`src/hdl/ibfd_pkg.sv`:
```
// Shared types and constants for the bi-phase IR frame decoder.
package ibfd_pkg;

    localparam int INTERVAL_W = 16;
    localparam int CFG_DATA_W = 16;
    localparam int CFG_IDX_W  = 2;

    // Result field widths
    localparam int BIT_COUNT_W  = 4;
    localparam int FRAME_BITS_W = 14;
    localparam int NIBBLE_W     = 4;

    // Frame positions shown on the result word
    localparam int TOGGLE_POS = 2;
    localparam int NIBBLE_LO  = 10;

    // Configuration register indexes
    localparam logic [CFG_IDX_W-1:0] REG_SHORT_MIN = 2'd0;
    localparam logic [CFG_IDX_W-1:0] REG_SHORT_MAX = 2'd1;
    localparam logic [CFG_IDX_W-1:0] REG_LONG_MIN  = 2'd2;
    localparam logic [CFG_IDX_W-1:0] REG_LONG_MAX  = 2'd3;

    // Reset values of the timing windows, in microseconds
    localparam logic [CFG_DATA_W-1:0] SHORT_MIN_RST = 16'd700;
    localparam logic [CFG_DATA_W-1:0] SHORT_MAX_RST = 16'd1100;
    localparam logic [CFG_DATA_W-1:0] LONG_MIN_RST  = 16'd1500;
    localparam logic [CFG_DATA_W-1:0] LONG_MAX_RST  = 16'd2000;

    // Input function codes
    localparam logic FUNC_EDGE  = 1'b0;
    localparam logic FUNC_REARM = 1'b1;

    // Depth of the queue between classifier and frame builder
    localparam int QUEUE_DEPTH = 2;

    // Classified word handed from the front to the back
    typedef struct packed {
        logic rearm;
        logic short_hit;
        logic long_hit;
    } class_t;

endpackage

```
`src/hdl/ibfd_if.sv`:
```
// Valid/ready channel interfaces for the decoder's input and result words.
interface ibfd_in_if import ibfd_pkg::*; ();
    logic                  valid;
    logic                  ready;
    logic                  func;
    logic [INTERVAL_W-1:0] interval_us;

    modport source (output valid, output func, output interval_us, input ready);
    modport sink   (input valid, input func, input interval_us, output ready);
endinterface

interface ibfd_out_if import ibfd_pkg::*; ();
    logic                    valid;
    logic                    ready;
    logic [BIT_COUNT_W-1:0]  bit_count;
    logic [FRAME_BITS_W-1:0] frame_bits;
    logic                    frame_done;
    logic                    toggle_flag;
    logic [NIBBLE_W-1:0]     top_nibble_reversed;

    modport source (output valid, output bit_count, output frame_bits, output frame_done,
                    output toggle_flag, output top_nibble_reversed, input ready);
    modport sink   (input valid, input bit_count, input frame_bits, input frame_done,
                    input toggle_flag, input top_nibble_reversed, output ready);
endinterface

```
`src/hdl/ibfd_front.sv`:
```
// Front end: timing window registers and classification of incoming words.
module ibfd_front import ibfd_pkg::*;
(
    input  logic                  clk,
    input  logic                  rst_n,
    input  logic                  cfg_we,
    input  logic [CFG_IDX_W-1:0]  cfg_index,
    input  logic [CFG_DATA_W-1:0] cfg_wdata,
    ibfd_in_if.sink               in,
    output logic                  push_valid,
    input  logic                  push_ready,
    output class_t                push_word
);

    logic [CFG_DATA_W-1:0] short_min_reg;
    logic [CFG_DATA_W-1:0] short_max_reg;
    logic [CFG_DATA_W-1:0] long_min_reg;
    logic [CFG_DATA_W-1:0] long_max_reg;

    always_ff @(posedge clk or negedge rst_n)
    begin
        if (!rst_n)
        begin
            short_min_reg <= SHORT_MIN_RST;
            short_max_reg <= SHORT_MAX_RST;
            long_min_reg  <= LONG_MIN_RST;
            long_max_reg  <= LONG_MAX_RST;
        end
        else if (cfg_we)
        begin
            case (cfg_index)
                REG_SHORT_MIN: short_min_reg <= cfg_wdata;
                REG_SHORT_MAX: short_max_reg <= cfg_wdata;
                REG_LONG_MIN:  long_min_reg  <= cfg_wdata;
                REG_LONG_MAX:  long_max_reg  <= cfg_wdata;
                default: ;
            endcase
        end
    end

    always_comb
    begin
        push_word.rearm     = (in.func == FUNC_REARM);
        push_word.short_hit = (in.interval_us >= short_min_reg) &&
                              (in.interval_us <= short_max_reg);
        push_word.long_hit  = (in.interval_us >= long_min_reg) &&
                              (in.interval_us <= long_max_reg);
    end

    assign push_valid = in.valid;
    assign in.ready   = push_ready;

endmodule

```
`src/hdl/ibfd_queue.sv`:
```
// Short queue of classified words between front and back.
module ibfd_queue import ibfd_pkg::*;
(
    input  logic   clk,
    input  logic   rst_n,
    input  logic   push_valid,
    output logic   push_ready,
    input  class_t push_word,
    output logic   pop_valid,
    input  logic   pop_ready,
    output class_t pop_word
);

    localparam int PTR_W = $clog2(QUEUE_DEPTH);
    localparam int CNT_W = $clog2(QUEUE_DEPTH + 1);

    class_t             mem [QUEUE_DEPTH];
    logic [PTR_W-1:0]   wr_ptr_reg;
    logic [PTR_W-1:0]   rd_ptr_reg;
    logic [CNT_W-1:0]   count_reg;
    logic [CNT_W-1:0]   count_next;
    logic               do_push;
    logic               do_pop;

    assign push_ready = (count_reg != CNT_W'(QUEUE_DEPTH));
    assign pop_valid  = (count_reg != '0);
    assign pop_word   = mem[rd_ptr_reg];
    assign do_push    = push_valid && push_ready;
    assign do_pop     = pop_valid && pop_ready;

    always_comb
    begin
        count_next = count_reg;
        if (do_push && !do_pop)
            count_next = count_reg + CNT_W'(1);
        else if (do_pop && !do_push)
            count_next = count_reg - CNT_W'(1);
    end

    always_ff @(posedge clk)
    begin
        if (do_push)
            mem[wr_ptr_reg] <= push_word;
    end

    always_ff @(posedge clk or negedge rst_n)
    begin
        if (!rst_n)
        begin
            wr_ptr_reg <= '0;
            rd_ptr_reg <= '0;
            count_reg  <= '0;
        end
        else
        begin
            // advance pointers, wrapping at the queue depth
            if (do_push)
                wr_ptr_reg <= (wr_ptr_reg == PTR_W'(QUEUE_DEPTH - 1)) ? '0
                                                                     : wr_ptr_reg + PTR_W'(1);
            if (do_pop)
                rd_ptr_reg <= (rd_ptr_reg == PTR_W'(QUEUE_DEPTH - 1)) ? '0
                                                                     : rd_ptr_reg + PTR_W'(1);
            count_reg <= count_next;
        end
    end

endmodule

```
`src/hdl/ibfd_back.sv`:
```
// Back end: frame builder that applies classified words and holds the result word.
module ibfd_back import ibfd_pkg::*;
#(
    parameter int FRAME_LEN = 14
)
(
    input  logic   clk,
    input  logic   rst_n,
    input  logic   pop_valid,
    output logic   pop_ready,
    input  class_t pop_word,
    ibfd_out_if.source out
);

    localparam int CNT_W   = $clog2(FRAME_LEN + 1);
    localparam int IDX_W   = $clog2(FRAME_LEN);
    localparam int STORE_W = (FRAME_LEN > FRAME_BITS_W) ? FRAME_LEN : FRAME_BITS_W;
    localparam int CPAD_W  = (CNT_W > BIT_COUNT_W) ? CNT_W : BIT_COUNT_W;
    localparam logic [CNT_W-1:0] FULL = CNT_W'(FRAME_LEN);

    logic [CNT_W-1:0]     cnt_reg;
    logic [CNT_W-1:0]     cnt_next;
    logic                 half_reg;
    logic                 half_next;
    logic [FRAME_LEN-1:0] store_reg;
    logic [FRAME_LEN-1:0] store_next;
    logic                 valid_reg;
    logic                 take;
    logic                 last_a;
    logic                 last_b;
    logic [STORE_W-1:0]   store_pad;
    logic [CPAD_W-1:0]    cnt_pad;

    assign pop_ready = !valid_reg || out.ready;
    assign take      = pop_valid && pop_ready;

    always_comb
    begin
        cnt_next   = cnt_reg;
        half_next  = half_reg;
        store_next = store_reg;
        last_a     = 1'b0;
        last_b     = 1'b0;
        if (take)
        begin
            if (pop_word.rearm)
            begin
                // rearm only once the frame is complete; stored bits stay
                if (cnt_reg == FULL)
                begin
                    cnt_next  = '0;
                    half_next = 1'b0;
                end
            end
            else if (cnt_reg == '0)
            begin
                store_next[0] = 1'b1;
                cnt_next      = CNT_W'(1);
            end
            else if (cnt_reg < FULL)
            begin
                if (pop_word.short_hit)
                begin
                    if (half_reg)
                    begin
                        // second half bit repeats the previous bit
                        store_next[cnt_reg[IDX_W-1:0]] = store_reg[IDX_W'(cnt_reg - CNT_W'(1))];
                        cnt_next  = cnt_reg + CNT_W'(1);
                        half_next = 1'b0;
                    end
                    else
                        half_next = 1'b1;
                end
                if (pop_word.long_hit)
                begin
                    if (cnt_next < FULL)
                    begin
                        last_a = store_next[IDX_W'(cnt_next - CNT_W'(1))];
                        if (half_next)
                        begin
                            // odd half pending: previous bit, then its inverse
                            store_next[cnt_next[IDX_W-1:0]] = last_a;
                            cnt_next = cnt_next + CNT_W'(1);
                            last_b   = ~last_a;
                            if (cnt_next < FULL)
                            begin
                                store_next[cnt_next[IDX_W-1:0]] = last_b;
                                cnt_next = cnt_next + CNT_W'(1);
                            end
                        end
                        else
                        begin
                            store_next[cnt_next[IDX_W-1:0]] = ~last_a;
                            cnt_next = cnt_next + CNT_W'(1);
                        end
                    end
                    half_next = 1'b0;
                end
            end
        end
    end

    always_ff @(posedge clk or negedge rst_n)
    begin
        if (!rst_n)
        begin
            cnt_reg   <= '0;
            half_reg  <= 1'b0;
            store_reg <= '0;
            valid_reg <= 1'b0;
        end
        else
        begin
            cnt_reg   <= cnt_next;
            half_reg  <= half_next;
            store_reg <= store_next;
            if (take)
                valid_reg <= 1'b1;
            else if (out.ready)
                valid_reg <= 1'b0;
        end
    end

    // the frame state is the result register: it only moves when a word is taken
    assign store_pad = STORE_W'(store_reg);
    assign cnt_pad   = CPAD_W'(cnt_reg);

    assign out.valid               = valid_reg;
    assign out.bit_count           = cnt_pad[BIT_COUNT_W-1:0];
    assign out.frame_bits          = store_pad[FRAME_BITS_W-1:0];
    assign out.frame_done          = (cnt_reg == FULL);
    assign out.toggle_flag         = store_pad[TOGGLE_POS];
    assign out.top_nibble_reversed = {store_pad[NIBBLE_LO], store_pad[NIBBLE_LO + 1],
                                      store_pad[NIBBLE_LO + 2], store_pad[NIBBLE_LO + 3]};

endmodule

```
`src/hdl/ir_biphase_frame_decoder.sv`:
```
// Bi-phase IR frame decoder: takes one edge or rearm word per cycle and returns one result
// word per input word, showing bit count, frame bits, done, toggle bit and the reversed top
// nibble after that word. A word passes the window compare in the front, waits in a two-entry
// queue and updates the frame state in the back, which registers the result word; one word per
// cycle is sustained while the result side keeps taking. The user writes the window registers
// via cfg_we/cfg_index/cfg_wdata only while the block is idle; the block does not enforce it.
module ir_biphase_frame_decoder import ibfd_pkg::*;
#(
    parameter int FRAME_LEN = 14
)
(
    input  logic                  clk,
    input  logic                  rst_n,
    input  logic                  cfg_we,
    input  logic [CFG_IDX_W-1:0]  cfg_index,
    input  logic [CFG_DATA_W-1:0] cfg_wdata,
    ibfd_in_if.sink               in,
    ibfd_out_if.source            out
);

    logic   push_valid;
    logic   push_ready;
    class_t push_word;
    logic   pop_valid;
    logic   pop_ready;
    class_t pop_word;

    ibfd_front u_front (
        .clk        (clk),
        .rst_n      (rst_n),
        .cfg_we     (cfg_we),
        .cfg_index  (cfg_index),
        .cfg_wdata  (cfg_wdata),
        .in         (in),
        .push_valid (push_valid),
        .push_ready (push_ready),
        .push_word  (push_word)
    );

    ibfd_queue u_queue (
        .clk        (clk),
        .rst_n      (rst_n),
        .push_valid (push_valid),
        .push_ready (push_ready),
        .push_word  (push_word),
        .pop_valid  (pop_valid),
        .pop_ready  (pop_ready),
        .pop_word   (pop_word)
    );

    ibfd_back #(
        .FRAME_LEN (FRAME_LEN)
    ) u_back (
        .clk       (clk),
        .rst_n     (rst_n),
        .pop_valid (pop_valid),
        .pop_ready (pop_ready),
        .pop_word  (pop_word),
        .out       (out)
    );

endmodule

```
`src/flat_wrapper.sv`:
```
// flat-port wrapper written by rule: the top's interface ports become plain ports
module ir_biphase_frame_decoder_flat import ibfd_pkg::*;
#(
    parameter int FRAME_LEN = 14
)
  (clk, rst_n, cfg_we, cfg_index, cfg_wdata, in_valid, in_func, in_interval_us, in_ready, out_valid, out_bit_count, out_frame_bits, out_frame_done, out_toggle_flag, out_top_nibble_reversed, out_ready);
  ibfd_in_if in_i ();
  ibfd_out_if out_i ();
  input  logic clk;
  input  logic rst_n;
  input  logic cfg_we;
  input  logic [CFG_IDX_W-1:0] cfg_index;
  input  logic [CFG_DATA_W-1:0] cfg_wdata;
  input wire logic [$bits(in_i.valid)-1:0] in_valid;
  input wire logic [$bits(in_i.func)-1:0] in_func;
  input wire logic [$bits(in_i.interval_us)-1:0] in_interval_us;
  output wire logic [$bits(in_i.ready)-1:0] in_ready;
  output wire logic [$bits(out_i.valid)-1:0] out_valid;
  output wire logic [$bits(out_i.bit_count)-1:0] out_bit_count;
  output wire logic [$bits(out_i.frame_bits)-1:0] out_frame_bits;
  output wire logic [$bits(out_i.frame_done)-1:0] out_frame_done;
  output wire logic [$bits(out_i.toggle_flag)-1:0] out_toggle_flag;
  output wire logic [$bits(out_i.top_nibble_reversed)-1:0] out_top_nibble_reversed;
  input wire logic [$bits(out_i.ready)-1:0] out_ready;
  assign in_i.valid = in_valid;
  assign in_i.func = in_func;
  assign in_i.interval_us = in_interval_us;
  assign in_ready = in_i.ready;
  assign out_valid = out_i.valid;
  assign out_bit_count = out_i.bit_count;
  assign out_frame_bits = out_i.frame_bits;
  assign out_frame_done = out_i.frame_done;
  assign out_toggle_flag = out_i.toggle_flag;
  assign out_top_nibble_reversed = out_i.top_nibble_reversed;
  assign out_i.ready = out_ready;
  ir_biphase_frame_decoder #(.FRAME_LEN(FRAME_LEN)) u_core (.clk(clk), .rst_n(rst_n), .cfg_we(cfg_we), .cfg_index(cfg_index), .cfg_wdata(cfg_wdata), .in(in_i), .out(out_i));
endmodule
```
`config.mk`:
```
export PLATFORM = sky130hd
export DESIGN_NAME = ir_biphase_frame_decoder_flat
export DESIGN_NICKNAME = d
export VERILOG_FILES = /design/src/hdl/ibfd_pkg.sv /design/src/hdl/ibfd_if.sv /design/src/hdl/ibfd_front.sv /design/src/hdl/ibfd_queue.sv /design/src/hdl/ibfd_back.sv /design/src/hdl/ir_biphase_frame_decoder.sv /design/src/flat_wrapper.sv
export SDC_FILE = /design/constraint.sdc
export NUM_CORES = 1
export LEC_CHECK = 0
export BUFFER_PORTS_ARGS = -buffer_cell sky130_fd_sc_hd__clkbuf_2
export CAP_MARGIN = 20
export CELL_PAD_IN_SITES_DETAIL_PLACEMENT = 0
export CELL_PAD_IN_SITES_GLOBAL_PLACEMENT = 1
export CORE_ASPECT_RATIO = 1.2
export CORE_MARGIN = 2
export CORE_UTILIZATION = 44
export CTS_BUF_LIST = sky130_fd_sc_hd__clkbuf_4 sky130_fd_sc_hd__clkbuf_8 sky130_fd_sc_hd__clkbuf_16
export DETAILED_ROUTE_END_ITERATION = 16
export GPL_TIMING_DRIVEN = 0
export PLACE_DENSITY = 0.86
export RECOVER_POWER = 25
export SYNTH_ARGS = -nofsm -noshare
export SYNTH_HDL_FRONTEND = slang
export SYNTH_SLANG_ARGS = --single-unit
```
`constraint.sdc`:
```
create_clock -name clk -period 6.9 [get_ports clk]
set_input_delay 0.345 -clock clk [delete_from_list [all_inputs] [get_ports clk]]
set_output_delay 0.345 -clock clk [all_outputs]
set_load 0.05 [all_outputs]
```
==> flow_metrics.py <==
metrics = {
    "run_status": {
        "status": "finished with violations",
        "failed_checks": "capacitance limit, slew limit",
    },
    "sta": {
        "final-hold-violation-count": 0,
        "setup-violations-final": 0,
        "max_freq_mhz": 178,
        "rsz0062_at_grt": "no",
        "slew_viol_final": 30,
        "fin_skew_ps": 7.75,
        "setup-tns-final_ps": 0,
        "slew_headroom": -0.354,
        "min_period_ps": 5610,
        "post-route-period-util": 0.813,
        "worst_slew_pin_slew_ps": 2030,
    },
    "clock_network": {
        "htree_levels": 3,
        "cts-buffers-inserted": 9,
        "clk_pin_slew_worst_paths_ps": 70,
        "cts_root_buf": "clkbuf_16",
        "cts_tree": "yes",
        "clk_latency_ps": 360,
        "cts_buffer_depth": 2,
        "holdBufCountCts": 1,
        "post_cts_buffers": 0,
        "cts.sinks": 94,
        "ctsResizeCount": 0,
    },
    "grt": {
        "antenna_found_initial": 0,
        "grt_pass1_vias": 6460,
        "grt_use_total": 0.240,
        "grt_max_degree": 60,
        "grt_first_pass_wirelength_um": 33500,
        "grt_overflow": 0,
    },
    "critical_path": {
        "crit_type": "reg -> reg",
        "setup.worst_path.end_class": "flip-flop",
        "start_kind": "flip-flop",
        "required_ps": 7120,
        "critPathArrivalTime_ps": 5830,
        "worstPathMaxFanout": 10,
    },
    "layout": {
        "postLayoutCellArea_um2": 8330,
        "area_growth_pct": 12.4,
        "antenna_cells": 0,
        "layout.cells.most_common_list": "inv_1, ha_1, nand2_1, dfrtp_1, clkbuf_2",
        "drive_gt1_frac": 0.213,
        "layout.nets": 1002,
    },
    "routing": {
        "wire_per_inst_um": 18.5,
        "dr_wl_met2_um": 10300,
        "final_antenna_net_count": 0,
        "m1WireLength_um": 8500,
        "drt-total-wl_um": 20500,
        "vias_per_cell": 5.80,
        "drc": 0,
        "wl_met3_um": 1080,
        "vias": 6418,
        "top_layer": "met4",
        "drt_pass1_iterations": 5,
        "first_iter_violations": 505,
    },
    "die": {
        "rows": 52,
        "die_x_um": 123,
        "boundaryPins": 66,
        "die_area_um2": 17900,
        "start_util": 0.445,
        "die_y_um": 146,
        "core_um2": 16700,
    },
    "placed_design": {
        "dpl_cell_area_um2": 8040,
        "place_hpwl_um": 15700,
        "routabilityCongestion": 0.900,
        "portBuffers": 65,
    },
    "logic_synthesis": {
        "synth_cells": 807,
        "yosysUniqueCellTypes": 73,
        "synthesis.nets": 924,
        "netlist.area_leader.share": 0.219,
        "yosysWarningCount": 0,
        "synth-seq-cells": 94,
        "synth_edf_count": 6,
        "ys_top_cells_by_area": "dfrtp_1, ha_1, mux2_2",
        "yosysTopAreaCell": "dfrtp_1",
        "netlist_area_um2": 7420,
        "avgSynthCellArea_um2": 9.19,
        "seq_area_frac_synth": 0.325,
        "async_reset_ff_frac": 0.936,
        "ys.flop_type": "dfrtp_1",
    },
    "power_and_ir_drop": {
        "p_leak_nw": 3.81,
        "p_total_mw": 3.61,
        "ir_drop_uv": 164,
        "power_density_nw_per_um2": 433,
    },
    "job": {
        "drv_cap": 1,
    },
    "hold_path": {
        "min_path_type": "in -> reg",
    },
}
[power by group]
part,switching (mW),total (mW),internal [mW]
Combinational,1.50,2.28,0.782
Clock,0.233,0.495,0.263
Sequential,0.120,0.832,0.712
Total,1.85,3.61,1.76
[per-stage QoR]
step                      cells   util  worst slack (ps)  hold slack (ps)
after floorplan             807      -              2340             49.4
after global placement     1088  0.481              1490              477
after detailed placement   1089  0.483              1470              367
after CTS                  1106  0.501              1450              169
after global routing       1106  0.500               818              170
final                      1106  0.500              1290              176
[worst max-delay path, cell delays in order, from the launching register on]
cell and delay [ps]:
dfrtp_1 530, buf_2 320, inv_1 210, ha_1 460, inv_1 180, nor3_1 90, a21oi_1 590, inv_1 210
ha_1 480, clkbuf_1 370, and3_1 260, nor4b_1 560, o2bb2ai_1 400, nand2_1 360, a221oi_1 310, o21ai_0 140
[cell type report]
type,instances,area (um^2)
Timing Repair Buffer,67,360
Sequential cell,94,2410
Inverter,77,289
Clock inverter,5,41.3
Clock buffer,11,246
Tap cell,216,270
Fill cell,1681,8320
Multi-Input combinational cell,593,4520
Buffer,43,198
[path summary, 6_finish.rpt]
kind / slack [ps] / startpoint / endpoint / depth (start not counted)
max in group asynchronous: 4620 / rst_n / u_core.u_back.out.bit_count[2]$_DFFE_PN0P_ / 2
hold reg to reg: 500 / u_core.u_queue.wr_ptr_reg$_DFFE_PN0P_ / u_core.u_queue.wr_ptr_reg$_DFFE_PN0P_ / 1
min in group asynchronous: 1110 / rst_n / u_core.u_back.out.frame_bits[4]$_DFFE_PN0P_ / 2
hold / removal: 180 / in_func / u_core.u_queue.mem[1][2]$_DFFE_PP_ / 1
setup reg to reg: 1290 / u_core.u_back.out.bit_count[0]$_DFFE_PN0P_ / u_core.u_back.out.frame_bits[13]$_DFFE_PN0P_ / 15
setup / recovery: 1290 / u_core.u_back.out.bit_count[0]$_DFFE_PN0P_ / u_core.u_back.out.frame_bits[13]$_DFFE_PN0P_ / 15
[kinds of logic (layout without fill, tap and decap cells)]
| family | count (synthesis) | in the layout | share of synthesized area |
|---|---|---|---|
| simple gates | 199 | 199 | 0.136 |
| buf+inv | 120 | 203 | 0.0656 |
| fa+ha+maj | 77 | 77 | 0.130 |
| compound gates | 228 | 228 | 0.203 |
| flops | 94 | 94 | 0.325 |
| mux | 74 | 74 | 0.119 |
| xor+xnor | 15 | 15 | 0.0206 |
[per-layer routing]
metal | vias to the layer above | track usage
met2 | 198 | 0.418
met1 | 3099 | 0.295
met5 | - | 0
li1 | 3081 | -
met4 | 0 | 0.0937
met3 | 40 | 0.0371
[synthesized netlist by cell type (all sizes together) (11+ instances only)]
| master | count |
|---|---|
| ha | 77 |
| inv | 77 |
| nand2 | 66 |
| dfrtp | 65 |
| mux2 | 56 |
| a21oi | 53 |
| o21ai | 52 |
| nor2 | 29 |
| clkbuf | 25 |
| a21o | 24 |
| dfstp | 23 |
| a31oi | 18 |
| buf | 18 |
| nand4 | 16 |
| nand2b | 13 |
| a21boi | 12 |
| mux2i | 12 |
| nand3 | 12 |
| and3 | 11 |
| nor2b | 11 |
No activity file was read; power rests on OpenSTA's default activity.
